File: src/rtl/pbfa_pkg.sv
package pbfa_pkg;

   localparam int OFFSET_W = 15;
   localparam int COUNT_W  = 7;
   localparam int DATA_W   = 64;
   localparam int SIZE_W   = 13;
   localparam int SIZE_MAX = 8191;

   // bytes_in_use after reset
   localparam logic [SIZE_W-1:0] BYTES_IN_USE_RESET = 13'd4096;

   typedef enum logic [1:0] {
      OP_READ_FIELD  = 2'd0,
      OP_WRITE_FIELD = 2'd1,
      OP_READ_BIT    = 2'd2,
      OP_WRITE_BIT   = 2'd3
   } op_type;

   typedef enum logic [1:0] {
      STATUS_OK    = 2'd0,
      STATUS_WIDTH = 2'd1,
      STATUS_RANGE = 2'd2
   } status_type;

   typedef enum logic [1:0] {
      ST_CLEAR,
      ST_IDLE,
      ST_EXEC
   } state_type;

   typedef struct packed {
      logic clear;
      logic load;
      logic exec;
   } cmd_type;

   typedef struct packed {
      logic clear_done;
   } sts_type;

endpackage

File: src/rtl/pbfa_ctrl.sv
module pbfa_ctrl (
   input  logic              clock,
   input  logic              reset,
   input  logic              start,
   input  pbfa_pkg::sts_type sts,
   output pbfa_pkg::cmd_type cmd,
   output logic              busy
);
   import pbfa_pkg::*;

   state_type state_ff, state_in;

   always_ff @(posedge clock) begin
      if (reset) begin
         state_ff <= ST_CLEAR;
      end else begin
         state_ff <= state_in;
      end
   end

   always_comb begin
      state_in = state_ff;
      unique case (state_ff)
         ST_CLEAR: if (sts.clear_done) state_in = ST_IDLE;
         ST_IDLE:  if (start) state_in = ST_EXEC;
         ST_EXEC:  state_in = ST_IDLE;
         default:  state_in = ST_CLEAR;
      endcase
   end

   always_comb begin
      cmd  = '0;
      busy = 1'b1;
      unique case (state_ff)
         ST_CLEAR: cmd.clear = 1'b1;
         ST_IDLE: begin
            busy     = 1'b0;
            cmd.load = start;
         end
         ST_EXEC:  cmd.exec = 1'b1;
         default:  busy = 1'b1;
      endcase
   end

endmodule

File: config.mk
export PLATFORM = sky130hd
export DESIGN_NAME = pbfa_ctrl
export DESIGN_NICKNAME = d
export VERILOG_FILES = /design/src/rtl/pbfa_pkg.sv /design/src/rtl/pbfa_ctrl.sv
export SDC_FILE = /design/constraint.sdc
export NUM_CORES = 1
export LEC_CHECK = 0
export BUFFER_PORTS_ARGS = -buffer_cell sky130_fd_sc_hd__buf_2
export CORE_AREA = 2 2 39 41
export CTS_CLUSTER_SIZE = 24
export DETAILED_ROUTE_END_ITERATION = 6
export DIE_AREA = 0 0 41 43
export PLACE_DENSITY_LB_ADDON = 0.3
export SYNTH_ARGS = -nofsm -noshare
export SYNTH_HDL_FRONTEND = slang
export SYNTH_SLANG_ARGS = --single-unit
export TNS_END_PERCENT = 5
File: constraint.sdc
create_clock -name clock -period 0.8 [get_ports clock]
set_input_delay 0.16 -clock clock [delete_from_list [all_inputs] [get_ports clock]]
set_output_delay 0.16 -clock clock [all_outputs]
set_load 0.02 [all_outputs]
==> flow_summary.yaml, run 1 <==
job:
  max-cap-violations: 0
route:
  drtAntennaViolNets: 0
  routed-via-count: 124
  drt_iter0_drc: 0
  wl_microns: 347
  drc: 0
  wl_per_cell_microns: 8.46
  viasPerCell: 3.02
  firstDrtPassIters: 1
grt:
  grt_antenna_before_repair: 0
  grt_pass1_vias: 143
  grt_pass1_wl_microns: 572
  grt_start_max_net_pins: 5
  grtUsageTotal_pct: 5.61
  grt_overflow: 0
synthesis:
  async_reset_ff_share_pct: 0
  synth_seq_cells: 2
  syn_area_sq_um: 105
  ys.flop_type: "dfxtp_1"
  synth.distinct_cells: 8
  synth.avg_cell_area_sq_um: 10.5
  synth_edf_count: 0
  synth.top_cells.by_count: "dfxtp_1, nor2_1"
  synth_top_area_share_pct: 38.1
  synthCells: 10
  synth_nets: 14
  synth.yosys.seq_area_share_pct: 38.1
  netlist_top_cells_area: "dfxtp_1, o32ai_2, nor2b_4"
  yosys.area.top_type: "dfxtp_1"
  synth_warnings: 0
timing:
  setup_violations: 6
  period_minus_slack_ns: 1.06
  fin_tns_setup_ns: -1.20
  finClkSkew_ns: 0.000000278
  slew_viol_final: 0
  hold_slack_ns: 0.151
  slew_headroom_pct: 88.2
  period_share_pct: 132
  fmax_ghz: 0.946
  setup_slack_ns: -0.257
  worst_slew_pin_slew_ns: 0.177
  rsz0062_at_grt: "true"
  hold_viol: 0
placement:
  dpl_cell_area_sq_um: 189
  numPortBuffers: 7
  dp.cells: 36
  place.gp.congestion: 0.607
  pre_cts_slack_ns: -0.0689
clock_tree:
  cts_tree: "built"
  cts.sinks: 2
  clk_pin_slew_worst_paths_ns: 0.03
  clock_path_buffers: 2
  cts_buffers: 3
  htree_levels: 1
  postCtsHoldBufs: 0
  root_buffer: "clkbuf_4"
  clk-insertion-delay-late_ns: 0.22
final_layout:
  layoutNonFillerInstCount: 41
  syn_to_final_growth_pct: 152
  largest_reg_flops: 2
  drive_above_1_share_pct: 92.0
  final_util_pct: 19.2
  fill_cells: 151
  top_register: "state_ff"
  largestRegisters: "state_ff (2)"
  regArea_sq_um: 42.5
  design_area_sq_um: 265
  nNetsFinal: 31
  multi_input_area_sq_um: 78.8
  diodes: 0
critical_path:
  crit_chain: "and3b_2 -> buf_6"
  worstSetupStartpointType: "flop"
  r2r_slack_ns: -0.20
  cp_slowest_cell: "dfxtp_2"
  worstPathArrival_ns: 0.90
  end_kind: "output port"
  critPathKind: "reg -> out"
  crit_fanout: 4
  worstPathRequired_ns: 0.64
  crit_path_max_incr_delay_ns: 0.31
floorplanning:
  die_h_microns: 43
  rows: 14
  die_w_microns: 41
  core_area_sq_um: 1380
  pin_count: 8
  die_area_sq_um: 1760
  start_util_pct: 7.59
worst_hold_path:
  hold_class: "in -> reg"
pwr:
  p_total_mw: 0.479
  p_leak_nw: 0.120
  ir_drop_mv: 0.485
  powerDensity_nw_per_um2: 1810
run_status:
  status: "finished with violations"
  violations: "setup timing"
==> layout by cell type (no fill, tap or decap), drive strengths merged <==
cell,count
clkbuf,3
or2,1
and3b,1
nor2b,2
buf,12
nor2,2
o32ai,1
nand2b,1
dfxtp,2
==> routing by layer <==
metal | vias to the layer above | part of all wire (%) | global-route usage [%]
met2 | 8 | 50 | 6.56
met1 | 52 | 36 | 4.79
li1 | 64 | - | -
met5 | - | 0 | 0
met4 | 0 | 0 | 8.00
met3 | 0 | 14 | 4.19
==> worst max-delay path: cells and delay by family (launching register included) <==
family	cells	cell delay, ns
flip-flops	1	0.31
AND/OR/NAND/NOR	1	0.24
buffers and inverters	1	0.12
==> logic make-up (layout without fill, tap and decap cells) <==
family	after synthesis	after routing	synth area share, %
AOI/OAI and AO/OA	1	1	15.5
buffers and inverters	0	15	0
and+or+nand+nor	7	7	46.4
DFF	2	2	38.1
==> report_power, final <==
part / internal [mW] / switching (mW) / total, mW
Combinational: 0.0784 / 0.0613 / 0.140
Clock: 0.166 / 0.0604 / 0.226
Sequential: 0.109 / 0.00421 / 0.113
==> layout make-up <==
type,instances,share of cell area [%]
clock buffer,3,8.49
multi-input combinational,8,29.7
tap,16,7.55
sequential,2,16.0
timing repair buffer,12,38.2
==> final timing paths <==
kind                from     endpoint  cells after the start
max          state_ff[1]       cmd[1]                      2
min                reset  state_ff[1]                      2
max reg2reg  state_ff[1]  state_ff[1]                      4
min reg2reg  state_ff[1]  state_ff[0]                      2
==> timing repair <==
item | 4_1_cts | 5_1_grt
resized for setup | 12 | 1
pin swaps | 2 | 0
setup endpoints to repair | 5 | 6
setup buffers | 1 | 1
(Power assumes the default switching activity.)
==> inputs of run 2 (changes only) <==
--- a/config.mk
+++ b/config.mk
@@ -5,7 +5,7 @@
 export SDC_FILE = /design/constraint.sdc
 export NUM_CORES = 1
 export LEC_CHECK = 0
-export BUFFER_PORTS_ARGS = -buffer_cell sky130_fd_sc_hd__buf_2
+export BUFFER_PORTS_ARGS = -buffer_cell sky130_fd_sc_hd__buf_4
 export CORE_AREA = 2 2 39 41
 export CTS_CLUSTER_SIZE = 24
 export DETAILED_ROUTE_END_ITERATION = 6
==> run 2 against run 1 <==
Effect of this change:
- global-route usage fell by 0.50 points
- die area did not move
- wire length fell by 13%
- the flow still finishes with violations (setup timing)
==> flow_summary.yaml, run 2 (synthesis results as in run 1) <==
route:
  wl_per_cell_microns: 7.53
  viasPerCell: 3.08
  drc: 0
  routed-via-count: 123
  drt_iter0_drc: 0
  drtAntennaViolNets: 0
  wl_microns: 301
  firstDrtPassIters: 1
final_layout:
  largestRegisters: "state_ff (2)"
  drive_above_1_share_pct: 87.5
  largest_reg_flops: 2
  diodes: 0
  final_common_cell: "buf_4"
  mostFrequentLayoutCells: "buf_4, clkbuf_4, buf_6"
  top_register: "state_ff"
  syn_to_final_growth_pct: 138
  nNetsFinal: 30
grt:
  grt_start_max_net_pins: 6
  grt_overflow: 0
  grt_pass1_wl_microns: 517
  grt_antenna_before_repair: 0
  grt_pass1_vias: 142
  grtUsageTotal_pct: 5.12
pwr:
  powerDensity_nw_per_um2: 1850
  ir_drop_mv: 0.332
  p_total_mw: 0.462
  p_leak_nw: 0.112
clock_tree:
  cts.sinks: 2
  htree_levels: 1
  postCtsHoldBufs: 0
  clk_pin_slew_worst_paths_ns: 0.03
  cts_buffers: 3
  clock_path_buffers: 2
  cts_tree: "built"
  root_buffer: "clkbuf_4"
  clk-insertion-delay-late_ns: 0.22
placement:
  numPortBuffers: 7
  pre_cts_slack_ns: -0.107
  place.gp.congestion: 0.574
critical_path:
  cp_slowest_cell: "dfxtp_2"
  worstPathRequired_ns: 0.64
  worstSetupStartpointType: "flop"
  crit_path_max_incr_delay_ns: 0.34
  crit_fanout: 5
  worstPathArrival_ns: 0.91
  crit_chain: "and3b_2 -> buf_6"
  critPathKind: "reg -> out"
  end_kind: "output port"
  reg2regPathDepth: 3
run_status:
  status: "finished with violations"
  violations: "setup timing"
timing:
  rsz0062_at_grt: "true"
  setup_slack_ns: -0.272
  slew_headroom_pct: 88.6
  period_share_pct: 134
  hold_viol: 0
  setup_violations: 6
  slew_viol_final: 0
  period_minus_slack_ns: 1.07
  fmax_ghz: 0.933
  finClkSkew_ns: 0.0000785
  worst_slew_pin_slew_ns: 0.171
floorplanning:
  die_area_sq_um: 1760
  core_area_sq_um: 1380
  die_w_microns: 41
  start_util_pct: 7.59
  pin_count: 8
  rows: 14
  die_h_microns: 43
worst_hold_path:
  hold_class: "in -> reg"
  whs_path_depth: 2
job:
  max-cap-violations: 0
-- run 2: worst max-delay path: cells and delay by family, from the launching register on --
family | cells | cell delay, ns
buffers and inverters | 1 | 0.13
DFF | 1 | 0.34
and+or+nand+nor | 1 | 0.22
-- run 2: final cells by class --
cell class | instances | area (sq um)
Clock buffer | 3 | 22.5
Multi-Input combinational cell | 8 | 71.3
Timing Repair Buffer | 11 | 93.8
Tap cell | 16 | 20.0
Sequential cell | 2 | 42.5
Fill cell | 155 | 1130
-- run 2: path summary, 6_finish.rpt --
path | start | to | slack (ns)
hold reg to reg | state_ff[0] | state_ff[0] | 0.53
setup reg to reg | state_ff[1] | state_ff[1] | -0.10
hold / removal | reset | state_ff[1] | 0.12
setup / recovery | state_ff[1] | cmd[1] | -0.27
-- run 2: per-layer routing --
metal | part of all wire (%) | track usage [%]
met5 | 0 | 0
met4 | 6.0 | 10.0
met3 | 15 | 1.57
met2 | 33 | 4.69
met1 | 46 | 5.77
-- run 2: where the power goes --
group / total (mW) / internal (mW) / leakage [nW] / switching, mW
clock network: 0.222 / 0.165 / 0.0138 / 0.0568
logic: 0.122 / 0.0729 / 0.0815 / 0.0496
registers: 0.117 / 0.109 / 0.0172 / 0.00825
-- run 2: through the flow --
step                utilization, %  hold slack, ns  instances  cell area, sq um  setup TNS, ns
floorplan                        -           0.224         10               111        -0.0644
global placement              14.9           0.353         36               206         -0.235
detailed placement            14.9           0.365         36               206         -0.312
CTS                           18.1           0.119         40               250          -1.21
global route                  18.1           0.121         40               250          -1.40
finish                        18.1           0.123         40               250          -1.13
-- run 2: timing repair --
action / CTS / global route
gates resized for setup: 5 / 0
endpoints found under the setup margin: 6 / 6
setup buffers: 1 / 0
pin swaps: 1 / 0
